## config.mk

```make
export PLATFORM = sky130hd
export DESIGN_NAME = bbs_front
export DESIGN_NICKNAME = d
export VERILOG_FILES = /design/src/rtl/bbs_pkg.sv /design/src/rtl/bbs_front.sv
export SDC_FILE = /design/constraint.sdc
export NUM_CORES = 1
export LEC_CHECK = 0
export ABC_AREA = 1
export ABC_CLOCK_PERIOD_IN_PS = 800
export BUFFER_PORTS_ARGS = -buffer_cell sky130_fd_sc_hd__buf_2
export CAP_MARGIN = 10
export CORE_MARGIN = 3
export CORE_UTILIZATION = 28
export DETAILED_ROUTE_END_ITERATION = 10
export PLACE_DENSITY_LB_ADDON = 0.08
export SETUP_SLACK_MARGIN = 0.4
export SLEW_MARGIN = 20
export SYNTH_ARGS = -nofsm -noshare
export SYNTH_HDL_FRONTEND = slang
export SYNTH_SLANG_ARGS = --single-unit
```

## constraint.sdc

```tcl
create_clock -name vclk -period 0.8
set_input_delay 0 -clock vclk [all_inputs]
set_output_delay 0 -clock vclk [all_outputs]
set_load 0.01 [all_outputs]
```

## src/rtl/bbs_pkg.sv

```systemverilog
`default_nettype none

package bbs_pkg;

  localparam int WINDOW_MAX_DEF = 64;
  localparam int PRICE_BITS_DEF = 24;

  localparam int ID_W       = 16;
  localparam int LEN_REG_W  = 7;
  localparam int K_W        = 12;
  localparam int K_FRAC     = 8;
  localparam int MEAN_W     = 24;
  localparam int BAND_W     = 29;
  localparam int SIG_W      = 2;
  localparam int OFF_W      = 30;
  localparam int EXT_W      = 32;
  localparam int CFG_IDX_W  = 2;
  localparam int CFG_DATA_W = 16;

  localparam logic [CFG_IDX_W-1:0] REG_WATCHED = 2'd0;
  localparam logic [CFG_IDX_W-1:0] REG_LENGTH  = 2'd1;
  localparam logic [CFG_IDX_W-1:0] REG_BAND_K  = 2'd2;

  localparam logic [ID_W-1:0]      ID_RESET  = 16'd0;
  localparam logic [LEN_REG_W-1:0] LEN_RESET = 7'd20;
  localparam logic [K_W-1:0]       K_RESET   = 12'd512;

  localparam logic [SIG_W-1:0] SIG_NONE = 2'd0;
  localparam logic [SIG_W-1:0] SIG_BUY  = 2'd1;
  localparam logic [SIG_W-1:0] SIG_SELL = 2'd2;

  localparam logic [OFF_W-1:0]        OFF_MAX  = 30'h3FFF_FFFF;
  localparam logic signed [EXT_W-1:0] BAND_MAX = 32'sd268435455;
  localparam logic signed [EXT_W-1:0] BAND_MIN = -32'sd268435456;

endpackage

`default_nettype wire

```

## src/rtl/bbs_front.sv

```systemverilog
`default_nettype none

module bbs_front
  import bbs_pkg::*;
#(
  parameter int PRICE_BITS = PRICE_BITS_DEF
) (
  input  wire logic                  sample_valid,
  input  wire logic [ID_W-1:0]       instrument_id,
  input  wire logic [PRICE_BITS-1:0] price,
  input  wire logic [ID_W-1:0]       watched,
  input  wire logic                  queue_full,
  output logic                       sample_stall,
  output logic                       push,
  output logic      [PRICE_BITS-1:0] push_data
);

  logic accept;
  logic match;

  // Samples of other instruments are taken and dropped here.
  assign sample_stall = queue_full;
  assign accept       = sample_valid && !queue_full;
  assign match        = (instrument_id == watched);
  assign push         = accept && match;
  assign push_data    = price;

endmodule

`default_nettype wire

```

# Word level (Yosys, flattened, before mapping)

Index checks and enable logic that the tools add are counted.
Widths: inputs -> output; s select.

$add $sub $neg: 0
Multiply operators: 0
Divide/modulo/power cells: 0
Order comparisons: 0
Equality and inequality tests: 1
Shift-type cells: 0
Mux-type cells: 0
Bitwise logic cells: 0
Reduce and logical (&&, ||, !) cells: 3

Operators with widths:

| cell              | count |
|---|---|
| $eq 16x16->1      | 1 |
| $logic_and 1x1->1 | 2 |
| $logic_not 1->1   | 1 |

Bits in registers: 0
Latch bits: 0
Memory bits (writable): 0
Memory bits (read-only): 0
Output and inout port bits: 26
Logic and storage cells: 4
Memories kept: 0

# Longest topological paths before layout

Word-level depth: 3
Depth in mapped cells: 8
Gate-level depth less buffers: 8

# Least setup slack after synthesis

Ideal clock, no wire load.

Path type: input -> output
Start: in watched[9]
End: out push
Data arrival time: 0.517 ns
Setup slack: 0.283 ns
Stages on the path: 8
Path buffers: 0
Cells stage by stage: inv_1 nand2_1 nand2_1 inv_1 nand2_1 nor2_2 nand3_1 nor2_1

Cells in the longest elaborated chain, start to end: 2

RTL lines:

| item              | RTL line        | text |
|---|---|---|
| from (decl)       | bbs_front.sv:11 | `input wire logic [ID_W-1:0] watched,` |
| $eq 16x16->1      | bbs_front.sv:24 | `assign match = (instrument_id == watched);` |
| $logic_and 1x1->1 | bbs_front.sv:25 | `assign push = accept && match;` |
| to (decl)         | bbs_front.sv:14 | `output logic push,` |

Every way passes these cells.

# Worst setup path in the final report

Start: in watched[10]
End: out push

Same word-level chain as after synthesis.

==> results.yml <==
run_status:
  status: "completed"
sta:
  worst_slack_ps: 101
  tightestPinTransition_ps: 162
  rsz0062_at_grt: "true"
  clock.fmax_ghz: 1.43
  fin_hold_ws_ps: 0.00445
  final-hold-violation-count: 0
  period_share: 0.874
  slew_headroom: 0.892
  setup_viol: 0
  drv_slew: 0
  final.setup.tns_ps: 0
  period_minus_slack_ps: 699
setup_path:
  crit_chain: "buf_2 -> xnor2_2 -> nand2_1 -> nor2_2 -> nand3_2 -> nor2_2 -> buf_2"
  crit_buf_inv: 2
  critPathKind: "in -> out"
  crit_end: "push"
  critical-path-top-delay-family: "simple AND/OR/NAND/NOR gates"
  cp_slowest_cell: "xnor2_2"
  crit_start: "watched[10]"
  cp-end-kind: "primary output"
  cp.arrival_ps: 700
  slowest_delay_ps: 140
  start_kind: "input port"
  critPathMaxFanout: 1
  required_ps: 800
  path_depth: 7
detailed_routing:
  drc_errors: 0
  drtIter0Drc: 4
  drt-total-wl_um: 907
  ant_nets: 0
  first_pass_iters: 3
  vias: 453
  wl_per_cell_um: 7.89
  viasPerCell: 3.94
die:
  ios: 84
  coreArea_um2: 1540
  die_h_um: 46.9
  start_util: 0.304
  die_w_um: 46.9
  row_count: 14
  fp.dieArea_um2: 2200
global_route:
  overflow: 0
  antenna_found_initial: 0
  grt_pass1_vias: 356
  grt_first_pass_wirelength_mm: 1.24
  grt_max_degree: 3
  grt_use_total: 0.0702
layout:
  finalNonFillerCells: 115
  n_clock_buffer: 0
  fin_nets: 159
  n_fill_cell: 186
  diodes: 0
  drive_above_1_share: 0.444
  syn_to_final_growth_pct: 10.4
  seq_area_um2: 0
  final_cell_area_um2: 517
  utilization: 0.335
  seq_cell_count: 0
power_and_ir_drop:
  finalPower_mw: 0.219
  irDropWorstVdd_uv: 102
  p_per_area_nw_per_um2: 424
  cellLeakagePower_nw: 0.356
yosys:
  yosys_warnings: 0
  synth.distinct_cells: 11
  syn_area_um2: 468
  syn_nets: 146
  yosysSeqAreaShare: 0
  synth_area_leaders: "buf_4 (40%), nand2_1 (18%), inv_1 (15%), nor2_1 (6.4%), xnor2_1 (5.6%)"
  yosysTopAreaCellShare: 0.401
  yosys.area.top_type: "buf_4"
  postSynthCellCount: 88
  syn_area_per_cell_um2: 5.32
hold_path:
  holdCritPathClass: "in -> out"
  hp-start: "price[21]"
job:
  cap_viol_max_count: 0
placement:
  dp_hpwl_um: 831
  placed_area_um2: 483
  dpl.cell_count: 115
  numPortBuffers: 36
  place.gp.congestion: 0.696
  pre_cts_ws_ps: 52.0
clock_tree:
  cts_setup_buffers: 0
## placed cells by master, fill, tap and decap left out, drive strengths merged
| cell type | n |
|---|---|
| buf | 36 |
| nand2 | 23 |
| inv | 19 |
| nor2 | 9 |
| xor2 | 3 |
| xnor2 | 3 |
| o22ai | 2 |
| nand3 | 2 |
| o21ai | 1 |
| nand4 | 1 |
## power by group
group	total [mW]	internal (mW)	leakage (nW)	switching [mW]
clock network	0	0	0	0
registers	0	0	0	0
logic	0.219	0.121	0.356	0.0984
## timing repair
action | in CTS | in global routing
resized for setup | 0 | 7
endpoints found under the setup margin | 1 | 1
pin swaps | 0 | 2
hold buffers | 0 | 0
## area by class of cell
type,instances,area (um^2),area share
Tap cell,16,20.0,0.0387
Inverter,19,71.3,0.138
Multi-Input combinational cell,44,239,0.462
Timing Repair Buffer,36,186,0.361
## routing by layer
metal,GRT usage,share of wire
met3,0.0230,0.15
met1,0.0831,0.37
met2,0.125,0.47
met5,0,0
met4,0.0110,0.0044
## cell families (layout without fill, tap and decap cells)
group / count (synthesis) / count (layout) / share of synthesized area
AOI/OAI and AO/OA: 3 / 3 / 0.0374
xor gates and xnor gates: 6 / 6 / 0.112
and+or+nand+nor: 35 / 35 / 0.297
buffers and inverters: 44 / 55 / 0.553
## Yosys cell counts, drive strengths merged
cell type	number
buf	25
nand2	23
inv	19
nor2	9
xnor2	3
xor2	3
nand3	2
o22ai	2
nand4	1
o21ai	1
## worst min path at each step
| stage | to | cells past startpoint |
|---|---|---|
| finish | push_data[21] | 0 |
| CTS | push_data[22] | 0 |
| global route | push_data[2] | 0 |
| global placement | push_data[22] | 0 |
| floorplan | push_data[0] | 1 |
| detailed placement | push_data[22] | 0 |
Power figures use the tool's default switching activity.
