File: config.mk
export PLATFORM = sky130hd
export DESIGN_NAME = bbs_fifo
export DESIGN_NICKNAME = d
export VERILOG_FILES = /design/src/rtl/bbs_fifo.sv
export SDC_FILE = /design/constraint.sdc
export NUM_CORES = 1
export LEC_CHECK = 0
export BUFFER_PORTS_ARGS = -buffer_cell sky130_fd_sc_hd__buf_2
export CAP_MARGIN = 30
export CORE_UTILIZATION = 45
export CTS_BUF_LIST = sky130_fd_sc_hd__clkbuf_16
export DETAILED_ROUTE_END_ITERATION = 8
export GPL_TIMING_DRIVEN = 1
export PLACE_DENSITY_LB_ADDON = 0.3
export SETUP_SLACK_MARGIN = 0.1
export SLEW_MARGIN = 20
export SYNTH_ARGS = -nofsm -noshare
export SYNTH_HDL_FRONTEND = slang
export SYNTH_SLANG_ARGS = --single-unit
File: constraint.sdc
create_clock -name clk -period 3.74 [get_ports clk]
set_input_delay 0.748 -clock clk [delete_from_list [all_inputs] [get_ports clk]]
set_output_delay 0.748 -clock clk [all_outputs]
set_load 0.02 [all_outputs]
File: src/rtl/bbs_fifo.sv
`default_nettype none

module bbs_fifo #(
  parameter int WIDTH = 24
) (
  input  wire logic             clk,
  input  wire logic             rst,
  input  wire logic             push,
  input  wire logic [WIDTH-1:0] push_data,
  input  wire logic             pop,
  output logic      [WIDTH-1:0] pop_data,
  output logic                  full,
  output logic                  empty
);

  localparam int DEPTH = 2;
  localparam int PTR_W = $clog2(DEPTH);
  localparam int CNT_W = $clog2(DEPTH + 1);

  logic [WIDTH-1:0] entry [DEPTH];
  logic [PTR_W-1:0] wr_ptr;
  logic [PTR_W-1:0] rd_ptr;
  logic [CNT_W-1:0] count;
  logic             do_push;
  logic             do_pop;

  assign full     = (count == CNT_W'(DEPTH));
  assign empty    = (count == '0);
  assign do_push  = push && !full;
  assign do_pop   = pop && !empty;
  assign pop_data = entry[rd_ptr];

  always_ff @(posedge clk) begin
    if (rst) begin
      wr_ptr <= '0;
      rd_ptr <= '0;
      count  <= '0;
    end else begin
      if (do_push) begin
        wr_ptr <= wr_ptr + 1'b1;
      end
      if (do_pop) begin
        rd_ptr <= rd_ptr + 1'b1;
      end
      if (do_push && !do_pop) begin
        count <= count + 1'b1;
      end else if (do_pop && !do_push) begin
        count <= count - 1'b1;
      end
    end
  end

  always_ff @(posedge clk) begin
    if (do_push) begin
      entry[wr_ptr] <= push_data;
    end
  end

endmodule

`default_nettype wire

* Word-level counts from Yosys, hierarchy flattened *
Memories as Yosys holds them, arrays and structs flattened. A register that Yosys moved wholly into a read port is not among the register bits.
Cells that the tools add are included.

cells by class
  $add $sub $neg = 4
  equality and inequality tests = 1
  muxes and demuxes = 6
  reductions and logical operators = 10

operators with widths
  kind                                                                number
  1-bit logical AND                                                   4
  1-bit logical NOT                                                   4
  1-bit 2-to-1 mux                                                    4
  2-bit 2-to-1 mux                                                    2
  1-bit adder, second input constant                                  2
  2-bit by 1-bit adder with 2-bit output, second input constant       1
  2-bit equality test, second input constant                          1
  2-bit logical NOT                                                   1
  2-bit nonzero test                                                  1
  2-bit by 1-bit subtractor with 2-bit output, second input constant  1

storage, ports and cells
  bits in registers = 4
  memory bits (writable) = 48
  bits of input ports = 28
  output and inout port bits = 26
  word-level logic and storage cells = 25
  memories = 1

memory list
  name   words  bits a word  rd ports  clocked after Yosys merged registers in  write ports  line  source
  entry  2      24           1         1                                        1            20    logic [WIDTH-1:0] entry [DEPTH];

* Depth between registers and ports, before layout *
Gate-level depths: netlist of the first run.

  word-level depth = 7
  mapped depth = 6

* Worst setup path after synthesis of the first run *
Ideal clock, no wire load.

  path kind = input -> register
  start = input port push
  end = memory entry[0][0] (enable)
  library setup time = 0.379 ns
  data arrival time = 1.634 ns
  required time = 3.361 ns
  path slack = 1.728 ns
  stages on the path = 3
  buffers on the path = 0
  cell sequence = inv_1 -> or3_1 -> inv_1

on the way
  longest elaborated chain between the ends = 3

RTL lines
  element                                 line  source
  start: declaration                      8     input wire logic push,
  1-bit logical AND                       29    assign do_push = push && !full;
  1-bit 2-to-1 mux                        54    if (do_push) begin
  1-bit 2-to-1 mux (not written as such)  55    entry[wr_ptr] <= push_data;
  end: declaration                        20

No other way between the ends.

==> results of run 1 <==
[final timing paths]
check | from | end | cells past startpoint
max | register | pop_data[18] | 3
min | wr_ptr | wr_ptr | 2
max reg2reg | count[0] | entry[1][22] | 4
min reg2reg | wr_ptr | wr_ptr | 2
[state kept, by name, indices dropped and copies added (netlist names), named ones only]
name	cells
entry	48
rd_ptr	1
wr_ptr	1
count	2
[final cells by class]
class	count	area, um^2
Clock inverter	3	12.5
Fill cell	348	1650
Multi-Input combinational cell	42	380
Clock buffer	5	125
Inverter	2	7.51
Sequential cell	53	1540
Timing Repair Buffer	56	308
Tap cell	50	62.6
[kinds of logic after synthesis]
logic type	Yosys count
buffers and inverters	5
AOI/OAI and AO/OA	5
DFF	53
muxes	24
adders and majority gates	1
xor gates and xnor gates	3
and+or+nand+nor	9
[layer usage]
| metal | global-route usage | share of wire | vias up |
|---|---|---|---|
| met3 | 0.0456 | 0.057 | 5 |
| li1 | - | - | 500 |
| met4 | 0.0559 | 0.012 | 0 |
| met2 | 0.272 | 0.56 | 37 |
| met1 | 0.144 | 0.37 | 496 |
| met5 | 0 | 0 | - |
[through the flow]
| stage | cells | setup WS [ns] | hold WS [ns] |
|---|---|---|---|
| after floorplan | 100 | 1.73 | 0.452 |
| after global placement | 202 | 1.43 | 0.476 |
| after detailed placement | 202 | 1.37 | 0.486 |
| after CTS | 210 | 1.54 | 0.505 |
| after global routing | 211 | 1.49 | 0.528 |
| final | 211 | 1.56 | 0.501 |
[power breakdown]
part | internal, W | switching (W) | total (W)
Combinational | 0.000214 | 0.000296 | 0.000510
Clock | 0.000242 | 0.000176 | 0.000417
Sequential | 0.000747 | 0.0000292 | 0.000777
[synthesized netlist by cell type]
| cell type | instances |
|---|---|
| a21oi_1 | 2 |
| and2_1 | 1 |
| buf_2 | 3 |
| dfxtp_1 | 5 |
| edfxtp_1 | 48 |
| ha_1 | 1 |
| inv_1 | 2 |
| mux2_2 | 24 |
| nor2_1 | 5 |
| nor2b_2 | 1 |
| o21ai_0 | 3 |
| or3_1 | 2 |
| xor2_1 | 3 |
[critical path, cell delays in order (launching register included)]
cell,delay (ns)
dfxtp_1,0.30
buf_4,0.30
mux2_2,0.39
buf_2,0.16
[cells in the final DEF, fill, tap and decap left out]
cell type	instances
nor2_1	5
mux2_2	24
buf_16	1
dfxtp_1	5
o21ai_0	3
clkbuf_16	5
or3_1	2
inv_1	4
clkinv_2	1
edfxtp_1	48
nor2b_2	1
buf_4	2
buf_2	53
and2_1	1
ha_1	1
xor2_1	3
a21oi_1	2
==> impl_metrics.toml, run 1 <==
[cells_and_area]
area_growth_pct = 25.4
final_util = 0.596
diodes = 0
drive_gt1_frac = 0.540
fin_area_mm2 = 0.00244
final_nets = 189

[pwr]
vdd_drop_max_v = 0.000430
powerDensity_mw_per_mm2 = 699
leakagePower_nw = 0.945
total_power_w = 0.00170

[setup_path]
crit_fanout = 24
cp.arrival_ns = 1.44
endpoint_kind = "primary output"
startpoint_type = "register"
cp.required_ns = 2.99
r2r_slack_ns = 1.96
timing_worst_setup_path_type = "register to primary output"

[clocking]
insertion_delay_ns = 0.28
cts_hold_buf = 0
cts_setup_buffers = 0
root_buffer = "clkbuf_16"
clock_sinks = 53
clk_pin_slew_ns = 0.06
cts_tree = "done"
cts_made_buffers = 5
ctsResizeCount = 0
clockBufferDepth = 2
htreeDepth = 2

[placement]
place_congestion = 0.631
place_hpwl_um = 2080
io_buffer_count = 53
place_area_mm2 = 0.00227

[synthesis]
yosys.area_share.simple = 0.0238
ys_ff_latch = 53
ys_seq_area_frac = 0.793
synth_top_family_by_area = "multiplexers"
synthDistinctLibCells = 13
syn-num-nets = 129
synthCells = 100
synth_warnings = 0
synth.area.top_cells = "edfxtp_1, mux2_2, dfxtp_1"
synth_compound_area_frac = 0.0129
synth.largest_area_cell = "edfxtp_1"
netlist_area_mm2 = 0.00194
synth_adder_area_share = 0.00644
muxShareOfSynthArea = 0.139
synth_xor_area_frac = 0.0135
avgSynthCellArea_um2 = 19.4
synthDominantCellAreaShare = 0.741

[routing]
routedWlPerCell_um = 14.4
firstDrtPassIters = 4
ant_nets = 0
vias_per_cell = 4.92
routed_wirelength_um = 3050
dr.first_iter.drc_count = 71
vias = 1038
drc_errors = 0

[sta]
fmax_mhz = 458
worst_slew_pin_slew_ns = 0.537
slew_violations = 0
fin_crit_sh = 0.584
max_slew_margin = 0.642
fin_setup_tns_ns = 0
period_minus_slack_ns = 2.18
finalClockSkew_ns = 0.00546
hold_violations = 0
rsz0062_at_grt = "no"
finalSetupViolations = 0

[status]
status = "completed"

[die]
io_pins = 54
die_height_um = 67.7
die_w_um = 67.7
start_util = 0.476
core_area_mm2 = 0.00409
die_area_mm2 = 0.00459
row_count = 23

[grt]
antenna_found_initial = 0
first_global_vias = 1024
gr-total-overflow = 0
grt_pass1_wl_um = 4600
globalRouteTotalUtil = 0.144
grt_max_degree = 25

[job]
cap_violations = 0

[hold_path]
min_path_type = "register to register"
(Power assumes the default switching activity.)
==> run 2: changes to the inputs <==
- clock period: 3.74 -> 1.85 ns (I/O delays scaled with it)
==> impl_metrics.toml, run 2 (synthesized netlist as in run 1, its figures left out) <==
[status]
status = "completed"

[sta]
fmax_mhz = 588
worst_slew_pin_slew_ns = 0.313
finalSetupViolations = 0
rsz0062_at_grt = "no"
slew_violations = 0
period_minus_slack_ns = 1.70
hold_violations = 0
fin_crit_sh = 0.919
fin_setup_tns_ns = 0
whs_ns = 0.266
max_slew_margin = 0.789
finalClockSkew_ns = 0.00402

[cells_and_area]
top_regs = "entry: 48 flops, count: 2 flops"
final_nets = 192
drive_gt1_frac = 0.561
top_register = "entry"
largest_reg_flops = 48
fin_area_mm2 = 0.00250
fillerInstances = 325
final_cell_mix = "buf_2, edfxtp_1, mux2_2"
seqCellArea_mm2 = 0.00155
diodes = 0
multiInputGateArea_um2 = 380
area_growth_pct = 28.7
final_common_cell = "buf_2"

[grt]
antenna_found_initial = 0
first_global_vias = 1018
globalRouteTotalUtil = 0.153
gr-total-overflow = 0
grt_pass1_wl_um = 4800
grt_max_degree = 25

[hold_path]
worstHoldPathCells = 1
worstHoldStart = "push_data[0]"
min_path_type = "primary input to register"
hold_end = "entry[1][0]"

[die]
start_util = 0.476
core_area_mm2 = 0.00409
die_height_um = 67.7
die_area_mm2 = 0.00459
io_pins = 54
die_w_um = 67.7
row_count = 23

[placement]
io_buffer_count = 53
place_area_mm2 = 0.00231
place_congestion = 0.618
place_hpwl_um = 2180

[setup_path]
cp.required_ns = 1.48
reg2reg_depth = 6
r2r_slack_ns = 0.26
startpoint_type = "register"
cp.arrival_ns = 1.33
crit_fanout = 12
worst_r2r_endpoint = "count[1]"
timing_worst_setup_path_type = "register to primary output"
endpoint_kind = "primary output"
regToRegStartpoint = "count[1]"

[pwr]
power_frac_clock = 0.276
vdd_drop_max_v = 0.000745
p_sw_frac = 0.288
leakagePower_nw = 0.964
p_comb_frac = 0.294
seqPwrFrac = 0.431
p_int_w = 0.00262
switchingPower_w = 0.00106
powerDensity_mw_per_mm2 = 1470

[clocking]
clockBufferDepth = 2
insertion_delay_ns = 0.29
clk_pin_slew_ns = 0.06
clock_sinks = 53
htreeDepth = 2
cts_made_buffers = 5
cts_tree = "done"
root_buffer = "clkbuf_16"

[routing]
vias = 1046
ant_nets = 0
routed_wirelength_um = 3200
firstDrtPassIters = 3
drc_errors = 0
vias_per_cell = 4.89
dr.first_iter.drc_count = 70
routedWlPerCell_um = 15.0

[job]
cap_violations = 0
==> run 2: cell count changes in the layout (fill, tap and decap cells not counted) <==
| cell | delta |
|---|---|
| buf_4 | +2 |
| inv_1 | -2 |
| buf_12 | +1 |
| buf_16 | -1 |
| bufinv_16 | +1 |
| clkbuf_16 | +1 |
| clkinv_1 | +1 |
| clkinv_2 | -1 |
| clkinvlp_4 | +1 |
| dfxtp_1 | -1 |
| dfxtp_4 | +1 |
==> run 2: layout make-up <==
cell class	instances	share of cell area
clock inverters	3	0.0165
repair buffers	59	0.136
clock buffers	5	0.0500
well taps	50	0.0250
multi-input cells	42	0.152
inverters	2	0.00300
flip-flops and latches	53	0.617
==> run 2: critical path, cell delays in order (launching register included) <==
cell and delay, ns:
dfxtp_4 0.38, clkbuf_16 0.17, mux2_2 0.33, buf_2 0.16
==> run 2: power groups by stage <==
stage	logic [W]	clock network (W)	registers (W)
after detailed placement	0.00105	0	0.00160
after global placement	0.00103	0	0.00159
after CTS	0.00106	0.00104	0.00158
final	0.00108	0.00102	0.00159
after floorplan	0.000721	0	0.00158
after global routing	0.00117	0.00109	0.00161
==> run 2: what timing repair did <==
item / CTS / global route
endpoints found under the setup margin: 0 / 24
hold buffers: 0 / 0
gates resized for setup: 0 / 2
buffers inserted: 0 / 0
==> run 2: per-stage QoR <==
stage	utilization	setup slack (ns)	power, W	cells
6_report	0.612	0.150	0.00369	214
5_1_grt	0.612	0.111	0.00386	214
4_1_cts	0.605	0.112	0.00367	213
3_5_place_dp	0.565	0.272	0.00265	205
3_3_place_gp	0.565	0.387	0.00261	205
2_1_floorplan	-	0.135	0.00230	100
==> run 2: how the worst max path moves through the flow <==
stage | from | to | depth (start not counted)
after floorplan | count[1] | entry[0][0] | 3
after global placement | push | entry[0][4] | 5
after detailed placement | count[0] | count[1] | 4
after CTS | register | pop_data[3] | 3
after global routing | register | pop_data[22] | 3
final | register | pop_data[1] | 3
==> run 2: routing by layer <==
| metal | share of wire | global-route usage | routed length (um) | vias to the layer above |
|---|---|---|---|---|
| li1 | - | - | - | 502 |
| met3 | 0.058 | 0.0456 | 187 | 6 |
| met1 | 0.41 | 0.170 | 1320 | 502 |
| met4 | 0.020 | 0.0878 | 64 | 0 |
| met2 | 0.51 | 0.257 | 1630 | 36 |
| met5 | 0 | 0 | 0 | - |
==> run 3: changes to the inputs <==
- ABC_AREA: unset -> 1
==> impl_metrics.toml, run 3 <==
[job]
cap_violations = 0

[cells_and_area]
largest_reg_flops = 48
top_register = "entry"
final_cell_mix = "buf_2, edfxtp_1, mux2_4"
final_util = 0.581
fillerInstances = 355
final_nets = 205
diodes = 0
drive_gt1_frac = 0.554
fin_area_mm2 = 0.00256
final_common_cell = "buf_2"
top_regs = "entry: 48 flops, count: 2 flops"
area_growth_pct = 22.7
final_cells = 229

[die]
io_pins = 54
start_util = 0.474
die_w_um = 70.2
die_height_um = 70.2
row_count = 24
core_area_mm2 = 0.00441
die_area_mm2 = 0.00492

[synthesis]
synth.largest_area_cell = "edfxtp_1"
synthDominantCellAreaShare = 0.689
synth_warnings = 0
ys_seq_area_frac = 0.737
synth_edf_count = 48
synthArstFlopShare = 0
synth_most_common_cell = "edfxtp_1"
syn-num-nets = 141
synthCells = 112
ys_ff_latch = 53
yosys_most_used_dff = "edfxtp_1"
avgSynthCellArea_um2 = 18.7
netlist_area_mm2 = 0.00209
synth.area.top_cells = "edfxtp_1, mux2_4, dfxtp_1"
synthDistinctLibCells = 19
synthTopCellsByCount = "edfxtp_1, mux2_4, nor2_1, inv_1, dfxtp_1"

[setup_path]
cp.required_ns = 1.48
path_depth = 3
cp_top_family = "flip-flops"
cp.arrival_ns = 1.36
crit_fanout = 7
r2r_slack_ns = 0.30
startpoint_type = "register"
worstPathCellList = "buf_4 -> mux2_2 -> buf_2"
timing_worst_setup_path_type = "register to primary output"
cpPeakStageDelay_ns = 0.38
reg2reg_depth = 8
endpoint_kind = "primary output"
cpMaxStageDelayCell = "dfxtp_2"
crit_buf_inv = 2

[sta]
fin_crit_sh = 0.938
max_slew_margin = 0.816
fmax_mhz = 576
rsz0062_at_grt = "yes"
period_minus_slack_ns = 1.73
finalClockSkew_ns = 0.00202
setup_ws_ns = 0.115
slew_violations = 0
hold_violations = 0
finalSetupViolations = 0
worst_slew_pin_slew_ns = 0.276

[grt]
gr-total-overflow = 0
globalRouteTotalUtil = 0.146
antenna_found_initial = 0
grt_pass1_wl_um = 5400
grt_max_degree = 15
first_global_vias = 1181

[hold_path]
worstHoldPathCells = 1
min_path_type = "primary input to register"

[routing]
routedWlPerCell_um = 14.1
firstDrtPassIters = 4
vias = 1102
drc_errors = 0
ant_nets = 0
dr.first_iter.drc_count = 76
routed_wirelength_um = 3220
vias_per_cell = 4.81

[clocking]
cts_hold_buf = 0
cts_made_buffers = 5
clk_pin_slew_ns = 0.06
cts_tree = "done"
root_buffer = "clkbuf_16"
htreeDepth = 2
clock_sinks = 53
insertion_delay_ns = 0.28
clockBufferDepth = 2

[pwr]
vdd_drop_max_v = 0.000702
powerDensity_mw_per_mm2 = 1370
leakagePower_nw = 1.06

[status]
status = "completed"

[placement]
place_area_mm2 = 0.00243
pre_cts_slack_ns = 0.309
place_hpwl_um = 2450
io_buffer_count = 53
place_congestion = 0.625
placed_cells = 221
==> run 3: cell families (layout without fill, tap and decap cells) <==
logic type / after synthesis / in the layout / synth area share
buffers and inverters: 12 / 77 / 0.0407
multiplexers: 24 / 24 / 0.165
AND/OR/NAND/NOR: 16 / 16 / 0.0329
flip-flops: 53 / 53 / 0.737
adder cells (fa/ha/maj): 1 / 1 / 0.00598
AO/OA/AOI/OAI: 6 / 6 / 0.0180
==> run 3: power by group <==
group	internal (W)	leakage, nW	total, W	switching [W]
clock	0.000486	0.0776	0.000838	0.000352
combinational	0.000473	0.489	0.00107	0.000599
sequential	0.00152	0.489	0.00160	0.0000809
total	0.00248	1.06	0.00351	0.00103
==> run 3: cell type report <==
| cell class | count | area, um^2 | area share |
|---|---|---|---|
| multi-input cells | 47 | 469 | 0.183 |
| flip-flops and latches | 53 | 1540 | 0.601 |
| clock buffers | 5 | 125 | 0.0488 |
| well taps | 52 | 65.1 | 0.0254 |
| repair buffers | 60 | 318 | 0.124 |
| clock inverters | 3 | 11.3 | 0.00439 |
| inverters | 9 | 33.8 | 0.0132 |
==> run 3: what timing repair did <==
item,CTS,global route
gates resized for setup,1,0
endpoints found under the setup margin,22,7
buffers inserted,0,0
==> run 3: worst reg2reg max path: cells and delay by family, from the launching register on <==
| family | cells | cell delay, ns |
|---|---|---|
| AO/OA/AOI/OAI | 1 | 0.25 |
| adder cells (fa/ha/maj) | 1 | 0.33 |
| buffers and inverters | 3 | 0.23 |
| flip-flops | 1 | 0.41 |
| AND/OR/NAND/NOR | 3 | 0.23 |
==> run 3: worst paths after layout <==
kind                     start          end
setup reg to reg      count[1]     count[1]
hold reg to reg         wr_ptr       wr_ptr
setup / recovery      register  pop_data[7]
hold / removal    push_data[4]  entry[0][4]
==> run 3: metal layers <==
metal,vias up,GRT usage,part of all wire
li1,537,-,-
met1,529,0.165,0.40
met2,32,0.256,0.54
met3,4,0.0476,0.050
met4,0,0.0511,0.011
met5,-,0,0
==> run 3: stage by stage <==
| stage | setup TNS (ns) | hold WS (ns) | power [W] |
|---|---|---|---|
| after global placement | 0 | 0.502 | 0.00267 |
| after global routing | 0 | 0.270 | 0.00368 |
| final | 0 | 0.280 | 0.00351 |
| after floorplan | -6.23 | 0.469 | 0.00243 |
| after CTS | 0 | 0.274 | 0.00355 |
| after detailed placement | 0 | 0.518 | 0.00271 |
